[src/rtl/core/rfft_pkg.sv]
package rfft_pkg;

    localparam int ADDR_W = 6;
    localparam int LG_W   = 3;
    localparam int CNT_W  = 7;

    localparam int MAX_POINTS_DEF    = 64;
    localparam int INNER_WIDTH_DEF   = 24;
    localparam int TWIDDLE_WIDTH_DEF = 16;

    localparam int INV_SQRT2_Q23 = 5931642;

    // cos(pi*k/32) in Q23, k = 0..16
    localparam int QUARTER_COS [17] = '{
        8388608, 8348215, 8227423, 8027397, 7750063, 7398092, 6974873, 6484482,
        5931642, 5321677, 4660461, 3954362, 3210181, 2435084, 1636536, 822227, 0
    };

    typedef enum logic [0:0] {
        CFG_INVERSE   = 1'b0,
        CFG_LOG2_SIZE = 1'b1
    } cfg_idx_t;

    typedef enum logic [1:0] {
        WSEL_LOAD = 2'd0,
        WSEL_SUM  = 2'd1,
        WSEL_DIFF = 2'd2
    } wsel_t;

    typedef struct packed {
        logic              smp_wr_en;
        logic [ADDR_W-1:0] smp_wr_addr;
        logic [ADDR_W-1:0] smp_rd_addr;
        logic              ld_zero;
        logic              wk_wr_en;
        wsel_t             wk_sel;
        logic [ADDR_W-1:0] wk_wr_addr;
        logic [ADDR_W-1:0] rd_a;
        logic [ADDR_W-1:0] rd_b;
        logic [ADDR_W-1:0] tw_idx;
        logic              mul_en;
        logic              diff_en;
        logic              out_mul_en;
        logic              out_load;
        logic              last;
    } cmd_t;

    typedef struct packed {
        logic out_valid;
    } status_t;

    // Cosine of pi*t/32 at tw bits, tw-1 fraction bits.
    function automatic int tw_cos(input logic [5:0] t, input int tw);
        int   idx;
        logic neg;
        int   m;
        int   s;
        int   maxc;
        if (t <= 6'd16) begin
            idx = int'(t);
            neg = 1'b0;
        end else if (t <= 6'd32) begin
            idx = 32 - int'(t);
            neg = 1'b1;
        end else if (t <= 6'd48) begin
            idx = int'(t) - 32;
            neg = 1'b1;
        end else begin
            idx = 64 - int'(t);
            neg = 1'b0;
        end
        m = QUARTER_COS[idx];
        s = 24 - tw;
        if (s > 0) begin
            m = (m + (1 << (s - 1))) >>> s;
        end
        maxc = (1 << (tw - 1)) - 1;
        if (m > maxc) begin
            m = maxc;
        end
        return neg ? -m : m;
    endfunction

    function automatic logic [ADDR_W-1:0] bit_rev(input logic [ADDR_W-1:0] i,
                                                 input logic [LG_W-1:0] lg);
        logic [ADDR_W-1:0] r;
        r = '0;
        for (int b = 0; b < ADDR_W; b++) begin
            if (b < int'(lg) && i[b]) begin
                r[3'(int'(lg) - 1 - b)] = 1'b1;
            end
        end
        return r;
    endfunction

endpackage

[src/rtl/core/rfft_ctrl.sv]
module rfft_ctrl (
    input  logic                        clk,
    input  logic                        rst_n,
    input  logic                        in_valid,
    input  logic                        frame_end,
    input  logic [rfft_pkg::LG_W-1:0]   lg,
    input  rfft_pkg::status_t           status,
    output logic                        in_ready,
    output rfft_pkg::cmd_t              cmd
);

    typedef enum logic [3:0] {
        S_IDLE,
        S_LD_RD,
        S_LD_WR,
        S_BF_RD,
        S_BF_MUL,
        S_BF_WA,
        S_BF_WB,
        S_OUT_RD,
        S_OUT_MUL,
        S_OUT_RND
    } state_t;

    state_t                             state_reg;
    logic [rfft_pkg::CNT_W-1:0]         fill_count_reg;
    logic [rfft_pkg::ADDR_W-1:0]        idx_reg;
    logic [rfft_pkg::ADDR_W-1:0]        bfly_reg;
    logic [rfft_pkg::LG_W-1:0]          stage_reg;

    logic [rfft_pkg::CNT_W-1:0]         n_pts;
    logic [rfft_pkg::ADDR_W-1:0]        n_last;
    logic [rfft_pkg::ADDR_W-1:0]        bfly_last;
    logic [rfft_pkg::ADDR_W-1:0]        half;
    logic [rfft_pkg::ADDR_W-1:0]        mask;
    logic [rfft_pkg::ADDR_W-1:0]        k_idx;
    logic [rfft_pkg::ADDR_W-1:0]        addr_a;
    logic [rfft_pkg::ADDR_W-1:0]        rev_idx;

    always_comb
    begin
        n_pts     = rfft_pkg::CNT_W'(1) << lg;
        n_last    = rfft_pkg::ADDR_W'(n_pts - 1'b1);
        bfly_last = rfft_pkg::ADDR_W'((n_pts >> 1) - 1'b1);
        half      = rfft_pkg::ADDR_W'(1) << (stage_reg - 1'b1);
        mask      = half - 1'b1;
        k_idx     = bfly_reg & mask;
        addr_a    = ((bfly_reg & ~mask) << 1) | k_idx;
        rev_idx   = rfft_pkg::bit_rev(idx_reg, lg);
    end

    assign in_ready = (state_reg == S_IDLE);

    always_comb
    begin
        cmd             = '0;
        cmd.smp_wr_en   = (state_reg == S_IDLE) && in_valid && (fill_count_reg < n_pts);
        cmd.smp_wr_addr = fill_count_reg[rfft_pkg::ADDR_W-1:0];
        cmd.smp_rd_addr = rev_idx;
        cmd.ld_zero     = ({1'b0, rev_idx} >= fill_count_reg);
        cmd.wk_sel      = rfft_pkg::WSEL_LOAD;
        cmd.wk_wr_addr  = idx_reg;
        cmd.rd_a        = idx_reg;
        cmd.rd_b        = addr_a | half;
        cmd.tw_idx      = rfft_pkg::ADDR_W'(k_idx << (3'd6 - stage_reg));
        cmd.last        = (idx_reg == n_last);
        case (state_reg)
            S_LD_WR:
            begin
                cmd.wk_wr_en = 1'b1;
            end
            S_BF_RD, S_BF_MUL:
            begin
                cmd.rd_a   = addr_a;
                cmd.mul_en = (state_reg == S_BF_MUL);
            end
            S_BF_WA:
            begin
                cmd.rd_a       = addr_a;
                cmd.wk_wr_en   = 1'b1;
                cmd.wk_sel     = rfft_pkg::WSEL_SUM;
                cmd.wk_wr_addr = addr_a;
                cmd.diff_en    = 1'b1;
            end
            S_BF_WB:
            begin
                cmd.rd_a       = addr_a;
                cmd.wk_wr_en   = 1'b1;
                cmd.wk_sel     = rfft_pkg::WSEL_DIFF;
                cmd.wk_wr_addr = addr_a | half;
            end
            S_OUT_MUL:
            begin
                cmd.out_mul_en = 1'b1;
            end
            S_OUT_RND:
            begin
                cmd.out_load = 1'b1;
            end
            default:
            begin
            end
        endcase
    end

    always_ff @(posedge clk or negedge rst_n)
    begin
        if (!rst_n)
        begin
            state_reg      <= S_IDLE;
            fill_count_reg <= '0;
            idx_reg        <= '0;
            bfly_reg       <= '0;
            stage_reg      <= 3'd1;
        end
        else
        begin
            case (state_reg)
                S_IDLE:
                begin
                    if (in_valid)
                    begin
                        if (fill_count_reg < n_pts)
                        begin
                            fill_count_reg <= fill_count_reg + 1'b1;
                        end
                        if (frame_end)
                        begin
                            idx_reg   <= '0;
                            state_reg <= S_LD_RD;
                        end
                    end
                end
                S_LD_RD:
                begin
                    state_reg <= S_LD_WR;
                end
                S_LD_WR:
                begin
                    if (idx_reg == n_last)
                    begin
                        stage_reg <= 3'd1;
                        bfly_reg  <= '0;
                        state_reg <= S_BF_RD;
                    end
                    else
                    begin
                        idx_reg   <= idx_reg + 1'b1;
                        state_reg <= S_LD_RD;
                    end
                end
                S_BF_RD:
                begin
                    state_reg <= S_BF_MUL;
                end
                S_BF_MUL:
                begin
                    state_reg <= S_BF_WA;
                end
                S_BF_WA:
                begin
                    state_reg <= S_BF_WB;
                end
                S_BF_WB:
                begin
                    if (bfly_reg == bfly_last)
                    begin
                        bfly_reg <= '0;
                        if (stage_reg == lg)
                        begin
                            idx_reg   <= '0;
                            state_reg <= S_OUT_RD;
                        end
                        else
                        begin
                            stage_reg <= stage_reg + 1'b1;
                            state_reg <= S_BF_RD;
                        end
                    end
                    else
                    begin
                        bfly_reg  <= bfly_reg + 1'b1;
                        state_reg <= S_BF_RD;
                    end
                end
                S_OUT_RD:
                begin
                    if (!status.out_valid)
                    begin
                        state_reg <= S_OUT_MUL;
                    end
                end
                S_OUT_MUL:
                begin
                    state_reg <= S_OUT_RND;
                end
                S_OUT_RND:
                begin
                    if (idx_reg == n_last)
                    begin
                        fill_count_reg <= '0;
                        state_reg      <= S_IDLE;
                    end
                    else
                    begin
                        idx_reg   <= idx_reg + 1'b1;
                        state_reg <= S_OUT_RD;
                    end
                end
                default:
                begin
                    state_reg <= S_IDLE;
                end
            endcase
        end
    end

    a_load_free: assert property (@(posedge clk) disable iff (!rst_n)
        (state_reg == S_OUT_RND) |-> !status.out_valid)
        else $error("bin loaded over a waiting result");

    a_idle_no_write: assert property (@(posedge clk) disable iff (!rst_n)
        (state_reg == S_IDLE) |-> !cmd.wk_wr_en)
        else $error("work memory written while idle");

    a_frame_close: assert property (@(posedge clk) disable iff (!rst_n)
        (state_reg == S_OUT_RND && idx_reg == n_last)
        |=> (state_reg == S_IDLE && fill_count_reg == '0))
        else $error("frame did not close after last bin");

endmodule

[config.mk]
export PLATFORM = sky130hd
export DESIGN_NAME = rfft_ctrl
export DESIGN_NICKNAME = d
export VERILOG_FILES = /design/src/rtl/core/rfft_pkg.sv /design/src/rtl/core/rfft_ctrl.sv
export SDC_FILE = /design/constraint.sdc
export NUM_CORES = 1
export LEC_CHECK = 0
export ABC_AREA = 1
export BUFFER_PORTS_ARGS = -buffer_cell sky130_fd_sc_hd__buf_4
export CORE_UTILIZATION = 30
export DETAILED_ROUTE_END_ITERATION = 8
export PLACE_DENSITY_LB_ADDON = 0.3
export SLEW_MARGIN = 25
export SYNTH_ARGS = -nofsm -noshare
export SYNTH_HDL_FRONTEND = slang
export SYNTH_SLANG_ARGS = --single-unit
export TNS_END_PERCENT = 100
[constraint.sdc]
create_clock -name clk -period 4.6 [get_ports clk]
set_clock_uncertainty 0.05 [all_clocks]
set_input_delay 0.69 -clock clk [delete_from_list [all_inputs] [get_ports clk]]
set_output_delay 0.69 -clock clk [all_outputs]
set_load 0.02 [all_outputs]
Yosys cells after proc, flatten, opt, wreduce, memory -nomap -nowiden
Index checks and enable logic that the tools add are counted.
- register bits: 26
- bits of input ports: 8
- output and inout port bits: 47
- word-level logic and storage cells: 152
- $add $sub $neg: 15
- magnitude comparators: 20
- eq/ne operators: 22
- shift operators: 3
- multiplexer cells: 50
- bitwise logic cells: 10
- reductions and logical operators: 27
- operators by type and width (operator ; count):
    6-bit two-way mux ; 14
    6-bit bitwise OR ; 7
    4-bit case mux with 10 select lines ; 1
    3-bit by 5-bit < comparator with 1-bit output (second input constant) ; 6
    7-bit two-way mux ; 3
    1-bit demux with 3-bit select ; 6
    3-bit by 1-bit >= comparator with 1-bit output (second input constant) ; 6
    2-bit != test (second input constant) ; 9
    6-bit case mux with 3 select lines ; 1
    6-bit by 1-bit subtractor with 6-bit output (second input constant) ; 3
    4-bit by 3-bit equality test with 1-bit output (second input constant) ; 4
    4-bit two-way mux ; 4
    8-bit case mux with 2 select lines ; 1
    3-bit two-way mux ; 5
    1-bit logical AND ; 14
    7-bit case mux with 2 select lines ; 1
    6-bit by 1-bit adder with 6-bit output (second input constant) ; 2
    6-bit equality test ; 2
    6-bit case mux with 2 select lines ; 1
    3-bit subtractor (second input constant) ; 4
    1-bit two-way mux ; 11
    4-bit by 2-bit equality test with 1-bit output (second input constant) ; 2
    4-bit equality test (second input constant) ; 2
    4-bit AND reduction ; 2
    other kinds (30) ; 36

Longest topological paths before layout
Gate-level depths: netlist of the first run.
- depth in word-level cells: 17
- mapped depth: 16
- depth with buffers taken out: 16

Worst setup path before layout of the first run
Ideal clock, no wire load.
- path type: input to output
- from: input lg[0] (netlist bit)
- to: output cmd[32] (netlist bit)
- arrival: 3.505 ns
- required time: 3.860 ns
- slack: 0.355 ns
- stages: 11
- path buffers: 0
- cell sequence: clkinv_1 -> ha_1 -> xnor2_1 -> xor2_1 -> nand2_1 -> o311ai_0 -> ha_1 -> a21oi_1 -> o21ai_0 -> nand4_1 -> o211ai_1
- RTL lines (item ; RTL line ; text):
    start, declared ; rfft_ctrl.sv:6 ; input logic [rfft_pkg::LG_W-1:0] lg,
    end, declared ; rfft_ctrl.sv:9 ; output rfft_pkg::cmd_t cmd

==> results of run 1 <==
cells in the final DEF (no fill, tap or decap), types with 2 or more instances in the layout:
master	count
sky130_fd_sc_hd__a21oi_1	10
sky130_fd_sc_hd__a22oi_1	2
sky130_fd_sc_hd__a31oi_1	5
sky130_fd_sc_hd__buf_4	52
sky130_fd_sc_hd__clkbuf_8	3
sky130_fd_sc_hd__clkinv_1	3
sky130_fd_sc_hd__conb_1	4
sky130_fd_sc_hd__dfrtp_1	25
sky130_fd_sc_hd__ha_1	31
sky130_fd_sc_hd__inv_1	64
sky130_fd_sc_hd__nand2_1	135
sky130_fd_sc_hd__nand2_2	8
sky130_fd_sc_hd__nand3_1	50
sky130_fd_sc_hd__nand3_2	3
sky130_fd_sc_hd__nand4_1	16
sky130_fd_sc_hd__nor2_1	44
sky130_fd_sc_hd__nor3_1	14
sky130_fd_sc_hd__nor3_4	2
sky130_fd_sc_hd__nor4_1	2
sky130_fd_sc_hd__o211ai_1	5
sky130_fd_sc_hd__o21ai_0	31
sky130_fd_sc_hd__o21ai_1	2
sky130_fd_sc_hd__o22ai_1	9
sky130_fd_sc_hd__xnor2_1	11
sky130_fd_sc_hd__xor2_1	17
area by class of cell:
class | instances | area share
inverter | 68 | 0.0661
multi-input combinational | 412 | 0.600
tap | 140 | 0.0454
timing repair buffer | 52 | 0.101
clock inverter | 1 | 0.00778
clock buffer | 3 | 0.0107
sequential | 26 | 0.169
critical path: stages:
cell and delay [ns]:
sky130_fd_sc_hd__buf_4 0.18, sky130_fd_sc_hd__clkinv_1 0.28, sky130_fd_sc_hd__ha_1 0.37, sky130_fd_sc_hd__xnor2_1 0.28, sky130_fd_sc_hd__xor2_1 0.23, sky130_fd_sc_hd__nand2_1 0.11
sky130_fd_sc_hd__o311ai_0 0.42, sky130_fd_sc_hd__ha_1 0.35, sky130_fd_sc_hd__a21oi_1 0.12, sky130_fd_sc_hd__o21ai_0 0.09, sky130_fd_sc_hd__nand4_1 0.08, sky130_fd_sc_hd__o211ai_1 0.08
sky130_fd_sc_hd__buf_4 0.17
stage by stage:
stage | setup WS, ns | power [mW] | hold WS (ns) | instance area, um^2
6_report | 0.412 | 1.86 | 0.271 | 3860
5_1_grt | 0.144 | 2.04 | 0.284 | 3860
4_1_cts | 0.393 | 1.87 | 0.268 | 3860
3_5_place_dp | 0.389 | 1.66 | 0.489 | 3790
3_3_place_gp | 0.504 | 1.65 | 0.502 | 3790
2_1_floorplan | 0.355 | 1.27 | 0.344 | 3350
kinds of logic after synthesis:
family,count (synthesis),synth area share
compound gates,70,0.124
simple gates,279,0.376
fa+ha+maj,31,0.116
buf+inv,87,0.114
flops,26,0.195
other cells,1,0.00112
xor+xnor,28,0.0735
where the power goes:
part | internal [mW] | leakage [nW] | switching, mW
clock network | 0.117 | 0.0357 | 0.0813
registers | 0.286 | 0.347 | 0.117
logic | 0.448 | 1.63 | 0.806
metal layers:
| metal | wire length [um] | share of wire | vias to the layer above | track usage |
|---|---|---|---|---|
| met5 | 0 | 0 | - | 0 |
| met3 | 488 | 0.051 | 11 | 0.0254 |
| met4 | 116 | 0.012 | 0 | 0.0284 |
| met2 | 4340 | 0.46 | 111 | 0.285 |
| li1 | - | - | 1798 | - |
| met1 | 4570 | 0.48 | 1615 | 0.232 |
worst min path at each step:
stage,cells after the start,to,slack [ns],startpoint
2_1_floorplan,0,bfly_reg[0],0.34,rst_n
3_3_place_gp,2,fill_count_reg[4],0.50,fill_count_reg[4]
3_5_place_dp,2,fill_count_reg[4],0.49,fill_count_reg[4]
4_1_cts,1,bfly_reg[5],0.27,rst_n
5_1_grt,1,bfly_reg[5],0.28,rst_n
6_report,1,bfly_reg[5],0.27,rst_n
==> results.rst, run 1 <==
.. list-table::
   :header-rows: 1

   * - Metric
     - Value
   * - Run status
     - finished, final reports clean
   * - Hold violation total from the final report
     - 0
   * - Average wire per cell in the routed design
     - 13.6 um
   * - Area fraction of the dominant cell type after synthesis
     - 0.187
   * - Number of placed cells counting well taps
     - 698
   * - Post-route insts no fill
     - 702
   * - Cell count after synthesis
     - 522
   * - Worst EP required
     - 3.86 ns
   * - Peak ir drop on the vdd network
     - 0.412 mV
   * - Max Freq
     - 239 MHz
   * - Clock input transition at the sequential cells of the worst setup and hold paths
     - 0.11 ns
   * - Most frequently used cell type in the post-synthesis netlist
     - sky130_fd_sc_hd__nand2_1
   * - Port Buffer Count
     - 52
   * - Maxcap violations
     - 0
   * - Overall routed net length
     - 9520 um
   * - RePlAce Congestion
     - 0.896
   * - Peak fanout along the critical path
     - 15
   * - Clock insertion delay at the later pin of the skew report
     - 0.28 ns
   * - Antenna diode count
     - 0
   * - Timing endpoint of the critical path
     - cmd[32]
   * - Total die area
     - 11500 um^2
   * - Critical Path Source
     - lg[0]
   * - Worst min-delay path category
     - input port to asynchronous set/reset pin
   * - Wire length of the first global-routing pass
     - 15800 um
   * - DIE WIDTH
     - 107 um
   * - Number of buffers inserted to repair setup after CTS
     - 0
   * - Post-synth top flop
     - sky130_fd_sc_hd__dfrtp_1
   * - Cells taking the most area after synthesis
     - sky130_fd_sc_hd__dfrtp_1, sky130_fd_sc_hd__nand2_1, sky130_fd_sc_hd__ha_1, sky130_fd_sc_hd__nand3_1, sky130_fd_sc_hd__inv_1
   * - Cell Pwr Density
     - 481 nW/um^2
   * - Antenna viol nets, final
     - 0
   * - Core Util, Final
     - 0.356
   * - Cts repair resizes
     - 0
   * - Cts bufs inserted
     - 3
   * - Root buf cell
     - sky130_fd_sc_hd__clkbuf_8
   * - Maximum count of clock buffers along a single path
     - 2
   * - Cell variety after synth
     - 40
   * - Setup crit end kind
     - output port
   * - FF+latch count, synth
     - 26
   * - RR Startpoint
     - state_reg[1]
   * - Tightest slew margin relative to the limit
     - 0.587
   * - Final Critical Period
     - 4.19 ns
   * - Sequential share of the synthesized area
     - 0.195
   * - TritonCTS clock tree
     - done
   * - Io pins
     - 55
   * - Vias per cell
     - 5.04
   * - Setup TNS
     - 0 ns
   * - Count of hold buffers inserted by post-cts repair
     - 0
   * - Pin count of the biggest net entering global routing
     - 27
   * - Filler cells
     - 1204
   * - Starting DRC count in detailed routing
     - 156
   * - HPWL after detailed placement
     - 7530 um
   * - Initial standard-cell utilization of the core
     - 0.308
   * - Worst reg-to-reg path cell count
     - 8
   * - Initial antenna violation count
     - 0
   * - Standard cell core area
     - 10800 um^2
   * - Global router's overall resource usage
     - 0.170
   * - Tcrit/Tclk final
     - 0.910
   * - Cell type with the highest aggregate area in the netlist
     - sky130_fd_sc_hd__dfrtp_1
   * - Clk sinks
     - 26
   * - Netlist Area Pre-Place
     - 3340 um^2
   * - Max reg flops
     - 7
   * - Final count of pins violating max slew
     - 0
   * - Count of synthesis-stage warnings from yosys
     - 0
   * - Slew at the pin closest to its max-slew limit
     - 0.615 ns
   * - Unrepaired setup endpoints after global routing
     - no
   * - Fraction of layout cells with a size suffix above 1
     - 0.135
   * - Residual overflow from global routing
     - 0
   * - Arrival time worst endpoint
     - 3.45 ns
   * - Vias after detailed routing
     - 3535
   * - Post-synth EDFFs
     - 0
   * - DRC errors left
     - 0
   * - Reg2Reg Setup Slack
     - 2.44 ns
   * - Async SR Flop Fraction
     - 1.00
   * - Multi-input logic area
     - 2320 um^2
   * - Deepest level of the CTS H-tree
     - 1
   * - Number of global-route vias before repair
     - 3197
   * - Chip height
     - 107 um
   * - Detailed-routing iteration count for the pre-antenna-repair pass
     - 4
   * - Average cell area after synthesis
     - 6.39 um^2
   * - Count of final setup violators
     - 0
   * - Nets@finish
     - 602
   * - Number of standard-cell rows in the floorplan
     - 38
   * - Area growth syn-to-layout
     - 15.7%
   * - Critical path class
     - input port to output port
   * - Sequential cell area in the final layout
     - 652 um^2
   * - Critical path startpoint category
     - input port
   * - Most frequent cells after synthesis
     - sky130_fd_sc_hd__nand2_1, sky130_fd_sc_hd__inv_1, sky130_fd_sc_hd__nand3_1, sky130_fd_sc_hd__nor2_1
   * - Leakage power
     - 2.02 nW
   * - Destination of the worst register-to-register timing path
     - fill_count_reg[5]
(Power assumes the default switching activity.)
==> run 2: changes to the inputs <==
clock period = 4.4 ns   (was 4.6 ns; I/O delays follow)
==> run 2 against run 1 <==
Against the previous run:
- combinational power increased by 6%
- register-to-register slack got worse by 0.21 ns
- sequential power rose by 4%
- setup slack worse by 0.035 ns
- flip-flop and latch count stayed put
- count of clock-buffer cells in the layout did not move
- final area did not move
- largest cell class unchanged
- critical path depth is the same
- sequential share of layout area stayed put
- global-route usage grew 0.11 points
==> results.rst, run 2 (synthesis gave the netlist of run 1 again) <==
.. list-table::
   :header-rows: 1

   * - Metric
     - Value
   * - Antenna viol nets, final
     - 0
   * - Average wire per cell in the routed design
     - 13.8 um
   * - Unrepaired setup endpoints after global routing
     - no
   * - Number of placed cells counting well taps
     - 698
   * - Overall routed net length
     - 9680 um
   * - Slew at the pin closest to its max-slew limit
     - 0.596 ns
   * - Clock insertion delay at the later pin of the skew report
     - 0.28 ns
   * - Residual overflow from global routing
     - 0
   * - Max reg flops
     - 7
   * - Tcrit/Tclk final
     - 0.914
   * - Standard cell core area
     - 10800 um^2
   * - DIE WIDTH
     - 107 um
   * - Cts bufs inserted
     - 3
   * - Fraction of layout cells with a size suffix above 1
     - 0.135
   * - Critical Path Max Stage Delay
     - 0.35 ns
   * - Peak fanout along the critical path
     - 15
   * - Crit path setup slack, layout
     - 0.377 ns
   * - Io pins
     - 55
   * - Antenna diode count
     - 0
   * - Cell chain of the critical path
     - buf_4, clkinv_1, ha_1, xnor2_1, xor2_1, nand2_1, o311ai_1, ha_1, a21oi_1, o21ai_0, nand4_1, o211ai_1, buf_4
   * - Number of standard-cell rows in the floorplan
     - 38
   * - Run status
     - finished, final reports clean
   * - Bufs and invs on worst path
     - 3
   * - Initial antenna violation count
     - 0
   * - Total die area
     - 11500 um^2
   * - Critical path class
     - input port to output port
   * - Clock input transition at the sequential cells of the worst setup and hold paths
     - 0.11 ns
   * - Starting DRC count in detailed routing
     - 206
   * - Vias per cell
     - 5.04
   * - Hold violation total from the final report
     - 0
   * - Setup TNS
     - 0 ns
   * - Nets@finish
     - 602
   * - Final count of pins violating max slew
     - 0
   * - Final Critical Period
     - 4.02 ns
   * - Worst EP required
     - 3.69 ns
   * - Top delay family on crit path
     - adder cells
   * - Number of global-route vias before repair
     - 3207
   * - Number of buffers inserted to repair setup after CTS
     - 0
   * - Wire length of the first global-routing pass
     - 15800 um
   * - Global router's overall resource usage
     - 0.171
   * - Arrival time worst endpoint
     - 3.31 ns
   * - Top library cells by usage in the layout, fill and taps aside
     - sky130_fd_sc_hd__nand2_1, sky130_fd_sc_hd__inv_1, sky130_fd_sc_hd__buf_4, sky130_fd_sc_hd__nand3_1, sky130_fd_sc_hd__nor2_1
   * - Peak ir drop on the vdd network
     - 0.325 mV
   * - Overall power after layout
     - 1.95 mW
   * - Setup slack at placement
     - 0.225 ns
   * - Worst min-delay path category
     - input port to asynchronous set/reset pin
   * - Cell Pwr Density
     - 504 nW/um^2
   * - Count of final setup violators
     - 0
   * - Area growth syn-to-layout
     - 15.7%
   * - Chip height
     - 107 um
   * - Count of hold buffers inserted by post-cts repair
     - 0
   * - Pin count of the biggest net entering global routing
     - 27
   * - Cts repair resizes
     - 0
   * - Root buf cell
     - sky130_fd_sc_hd__clkbuf_8
   * - Post-placement cell area
     - 3790 um^2
   * - CP max-delay cell
     - sky130_fd_sc_hd__ha_1
   * - Critical path startpoint category
     - input port
   * - Maximum count of clock buffers along a single path
     - 2
   * - HPWL after detailed placement
     - 7670 um
   * - Core Util, Final
     - 0.356
   * - Max Freq
     - 249 MHz
   * - Leakage power
     - 2.02 nW
   * - DRC errors left
     - 0
   * - Post-route insts no fill
     - 702
   * - Initial standard-cell utilization of the core
     - 0.308
   * - Deepest level of the CTS H-tree
     - 1
   * - RePlAce Congestion
     - 0.918
   * - Smallest hold slack
     - 0.227 ns
   * - Leading cell type in the layout, fill and taps excluded
     - sky130_fd_sc_hd__nand2_1
   * - Maxcap violations
     - 0
   * - Setup crit end kind
     - output port
   * - TritonCTS clock tree
     - done
   * - Tightest slew margin relative to the limit
     - 0.600
   * - Vias after detailed routing
     - 3538
   * - Port Buffer Count
     - 52
   * - Detailed-routing iteration count for the pre-antenna-repair pass
     - 5
   * - Fin area
     - 3860 um^2
   * - Clk sinks
     - 26
==> run 2: cell counts in the layout (fill, tap and decap cells not counted) <==
Identical to the previous run, type by type.
==> run 2: report_power, final <==
group | total, mW | internal, mW | leakage [nW] | switching, mW
clock | 0.208 | 0.122 | 0.0357 | 0.0863
combinational | 1.32 | 0.470 | 1.64 | 0.848
sequential | 0.420 | 0.299 | 0.347 | 0.121
total | 1.95 | 0.891 | 2.02 | 1.06
==> run 2: area by class of cell <==
| class | count | area [um^2] |
|---|---|---|
| Clock inverter | 1 | 30.0 |
| Fill cell | 1202 | 6980 |
| Multi-Input combinational cell | 412 | 2320 |
| Sequential cell | 26 | 652 |
| Clock buffer | 3 | 41.3 |
| Inverter | 68 | 255 |
| Tap cell | 140 | 175 |
| Timing Repair Buffer | 52 | 390 |
==> run 2: routing by layer <==
metal	vias up	GRT usage	wire (um)
li1	1794	-	-
met5	-	0	0
met4	0	0.0303	74
met1	1642	0.232	4670
met2	96	0.295	4500
met3	6	0.0169	436
==> run 2: worst paths after layout <==
| kind | from | slack, ns | endpoint | cells past startpoint |
|---|---|---|---|---|
| min | rst_n | 0.23 | state_reg[0] | 1 |
| max in group asynchronous | rst_n | 3.73 | stage_reg[0] | 1 |
| max | lg[0] | 0.38 | cmd[32] | 13 |
| max reg2reg | state_reg[1] | 2.23 | fill_count_reg[6] | 8 |
| min reg2reg | fill_count_reg[4] | 0.52 | fill_count_reg[4] | 2 |
| min in group clk | fill_count_reg[4] | 0.52 | fill_count_reg[4] | 2 |
==> run 3: changes to the inputs <==
GPL_TIMING_DRIVEN = 0   (was default)
==> run 3 against run 2 <==
Against the previous run:
- first-iteration DRC count shrank 8.7%
- critical path depth is the same
- routed wire length shrank 0.50%
- cell count grew 2.6%
- clock power is essentially flat
- utilization grew 1.1 points
- setup slack lost 0.078 ns
- via count grew 1.7%
- final area grew 3.1%
- sequential power is essentially flat
- die area is the same
- fmax shrank 1.9%
- critical path type unchanged
- critical endpoint unchanged
==> results.rst, run 3 (synthesis gave the netlist of run 1 again) <==
.. list-table::
   :header-rows: 1

   * - Metric
     - Value
   * - Critical Path Max Stage Delay
     - 0.44 ns
   * - Detailed-routing iteration count for the pre-antenna-repair pass
     - 5
   * - Sequential cell area in the final layout
     - 652 um^2
   * - Overall routed net length
     - 9630 um
   * - Met2 layer usage reported by global route
     - 0.284
   * - Setup TNS
     - 0 ns
   * - Relative contribution of sequential cells to total power
     - 0.210
   * - Standard cell core area
     - 10800 um^2
   * - Cts bufs inserted
     - 3
   * - Number of standard-cell rows in the floorplan
     - 38
   * - Wire length of the first global-routing pass
     - 16100 um
   * - Cts repair resizes
     - 0
   * - Residual overflow from global routing
     - 0
   * - Leading cell type in the layout, fill and taps excluded
     - sky130_fd_sc_hd__nand2_1
   * - Max reg flops
     - 7
   * - GRT busiest layer
     - met2
   * - Critical Path Source
     - lg[0]
   * - Max Freq
     - 244 MHz
   * - Initial antenna violation count
     - 0
   * - Routing usage on met1
     - 0.245
   * - Slew at the pin closest to its max-slew limit
     - 0.604 ns
   * - Global router's overall resource usage
     - 0.174
   * - Multi-input logic area
     - 2320 um^2
   * - Core Util, Final
     - 0.367
   * - Average wire per cell in the routed design
     - 13.4 um
   * - Fraction of layout cells with a size suffix above 1
     - 0.157
   * - Antenna viol nets, final
     - 0
   * - Top library cells by usage in the layout, fill and taps aside
     - sky130_fd_sc_hd__nand2_1, sky130_fd_sc_hd__inv_1, sky130_fd_sc_hd__buf_4, sky130_fd_sc_hd__nand3_1, sky130_fd_sc_hd__nor2_1
   * - Portion of total power attributed to the clock network
     - 0.105
   * - Tightest slew margin relative to the limit
     - 0.594
   * - Root buf cell
     - sky130_fd_sc_hd__clkbuf_8
   * - Hold violation total from the final report
     - 0
   * - Maxcap violations
     - 0
   * - Final Critical Period
     - 4.10 ns
   * - Critical path startpoint category
     - input port
   * - Cell Pwr Density
     - 499 nW/um^2
   * - Peak fanout along the critical path
     - 10
   * - Switching power of the nets
     - 1.06 mW
   * - Arrival time worst endpoint
     - 3.39 ns
   * - Starting DRC count in detailed routing
     - 188
   * - RR Startpoint
     - idx_reg[3]
   * - Vias after detailed routing
     - 3598
   * - Proportion of total power due to net switching
     - 0.535
   * - Vias per cell
     - 5.00
   * - Total die area
     - 11500 um^2
   * - Global-route track usage on met3
     - 0.0133
   * - Tcrit/Tclk final
     - 0.932
   * - Final count of pins violating max slew
     - 0
   * - Worst EP required
     - 3.69 ns
   * - Destination of the worst register-to-register timing path
     - fill_count_reg[6]
   * - Nets@finish
     - 620
   * - Deepest level of the CTS H-tree
     - 1
   * - Io pins
     - 55
   * - Clk sinks
     - 26
   * - Cell chain of the critical path
     - buf_4, clkinv_1, ha_1, xnor2_1, xor2_1, nand2_1, o311ai_0, ha_1, a21oi_1, o21ai_0, nand4_1, o211ai_1, buf_4
   * - Maximum count of clock buffers along a single path
     - 2
   * - Worst reg-to-reg path cell count
     - 12
   * - Area growth syn-to-layout
     - 19.3%
   * - Reg2Reg Setup Slack
     - 2.11 ns
   * - TritonCTS clock tree
     - done
   * - Internal
     - 924 uW
   * - Peak ir drop on the vdd network
     - 0.322 mV
   * - Worst min-delay path category
     - input port to asynchronous set/reset pin
   * - Leakage power
     - 2.10 nW
   * - Clock insertion delay at the later pin of the skew report
     - 0.29 ns
   * - RePlAce Congestion
     - 0.910
   * - Count of final setup violators
     - 0
   * - HPWL after detailed placement
     - 7670 um
   * - DRC errors left
     - 0
   * - Filler cells
     - 1202
   * - Initial standard-cell utilization of the core
     - 0.308
   * - Proportion of power drawn by combinational gates
     - 0.685
   * - Setup crit end kind
     - output port
   * - Unrepaired setup endpoints after global routing
     - no
   * - Timing endpoint of the critical path
     - cmd[32]
   * - Number of global-route vias before repair
     - 3356
   * - CP max-delay cell
     - sky130_fd_sc_hd__o311ai_0
   * - Antenna diode count
     - 0
   * - Chip height
     - 107 um
   * - Pin count of the biggest net entering global routing
     - 27
   * - Run status
     - finished, final reports clean
   * - DIE WIDTH
     - 107 um
   * - Port Buffer Count
     - 52
   * - Clock input transition at the sequential cells of the worst setup and hold paths
     - 0.10 ns
   * - Critical path class
     - input port to output port
==> run 3: cell types whose count changed in the layout (fill, tap and decap cells not counted) <==
cell                       before  now
sky130_fd_sc_hd__buf_6          0    1
sky130_fd_sc_hd__buf_4         52   63
sky130_fd_sc_hd__buf_2          0    3
sky130_fd_sc_hd__clkbuf_1       0    3
sky130_fd_sc_hd__o311ai_1       1    0
sky130_fd_sc_hd__o311ai_0       0    1
==> run 3: per-stage QoR <==
step / std cells / power (mW) / hold slack, ns / worst slack (ns) / area [um^2]
2_1_floorplan: 525 / 1.33 / 0.314 / 0.215 / 3350
3_3_place_gp: 717 / 1.76 / 0.488 / 0.276 / 3910
3_5_place_dp: 717 / 1.78 / 0.501 / 0.263 / 3910
4_1_cts: 721 / 2.00 / 0.243 / 0.208 / 3990
5_1_grt: 720 / 2.18 / 0.250 / 0.0740 / 3980
6_report: 720 / 1.99 / 0.231 / 0.299 / 3980
==> run 3: worst min-delay path by stage <==
| stage | cells after the start | to | from |
|---|---|---|---|
| after detailed placement | 2 | fill_count_reg[4] | fill_count_reg[4] |
| final | 1 | state_reg[2] | rst_n |
| after global placement | 2 | fill_count_reg[4] | fill_count_reg[4] |
| after global routing | 1 | state_reg[2] | rst_n |
| after floorplan | 0 | bfly_reg[0] | rst_n |
| after CTS | 1 | state_reg[2] | rst_n |
==> run 3: layout make-up <==
type                    instances  area share
inverters                      68      0.0641
flip-flops and latches         26       0.164
repair buffers                 52      0.0981
well taps                     140      0.0440
clock inverters                 1     0.00754
multi-input cells             412       0.582
clock buffers                   3      0.0104
plain buffers                  18      0.0302
==> run 3: metal layers <==
| layer | wire length, um | up-vias |
|---|---|---|
| met5 | 0 | - |
| met4 | 161 | 0 |
| met3 | 478 | 13 |
| met2 | 4360 | 93 |
| met1 | 4630 | 1660 |
| li1 | - | 1832 |
==> run 3: power groups by stage <==
| stage | Combinational [mW] | Sequential [mW] | Clock (mW) |
|---|---|---|---|
| final | 1.36 | 0.417 | 0.209 |
| after global routing | 1.52 | 0.434 | 0.220 |
| after CTS | 1.37 | 0.410 | 0.213 |
| after detailed placement | 1.37 | 0.414 | 0 |
| after global placement | 1.35 | 0.411 | 0 |
| after floorplan | 0.950 | 0.377 | 0 |
==> run 3: critical path, delay by kind of cell <==
family	cells	cell delay, ns
AOI/OAI and AO/OA	4	0.77
xor gates and xnor gates	2	0.52
adders and majority gates	2	0.71
buffers and inverters	3	0.56
and+or+nand+nor	2	0.18
==> run 3: timing repair <==
item / 4_1_cts / 5_1_grt
setup endpoints to repair: 0 / 7
hold buffers: 0 / 0
buffers inserted: 0 / 0
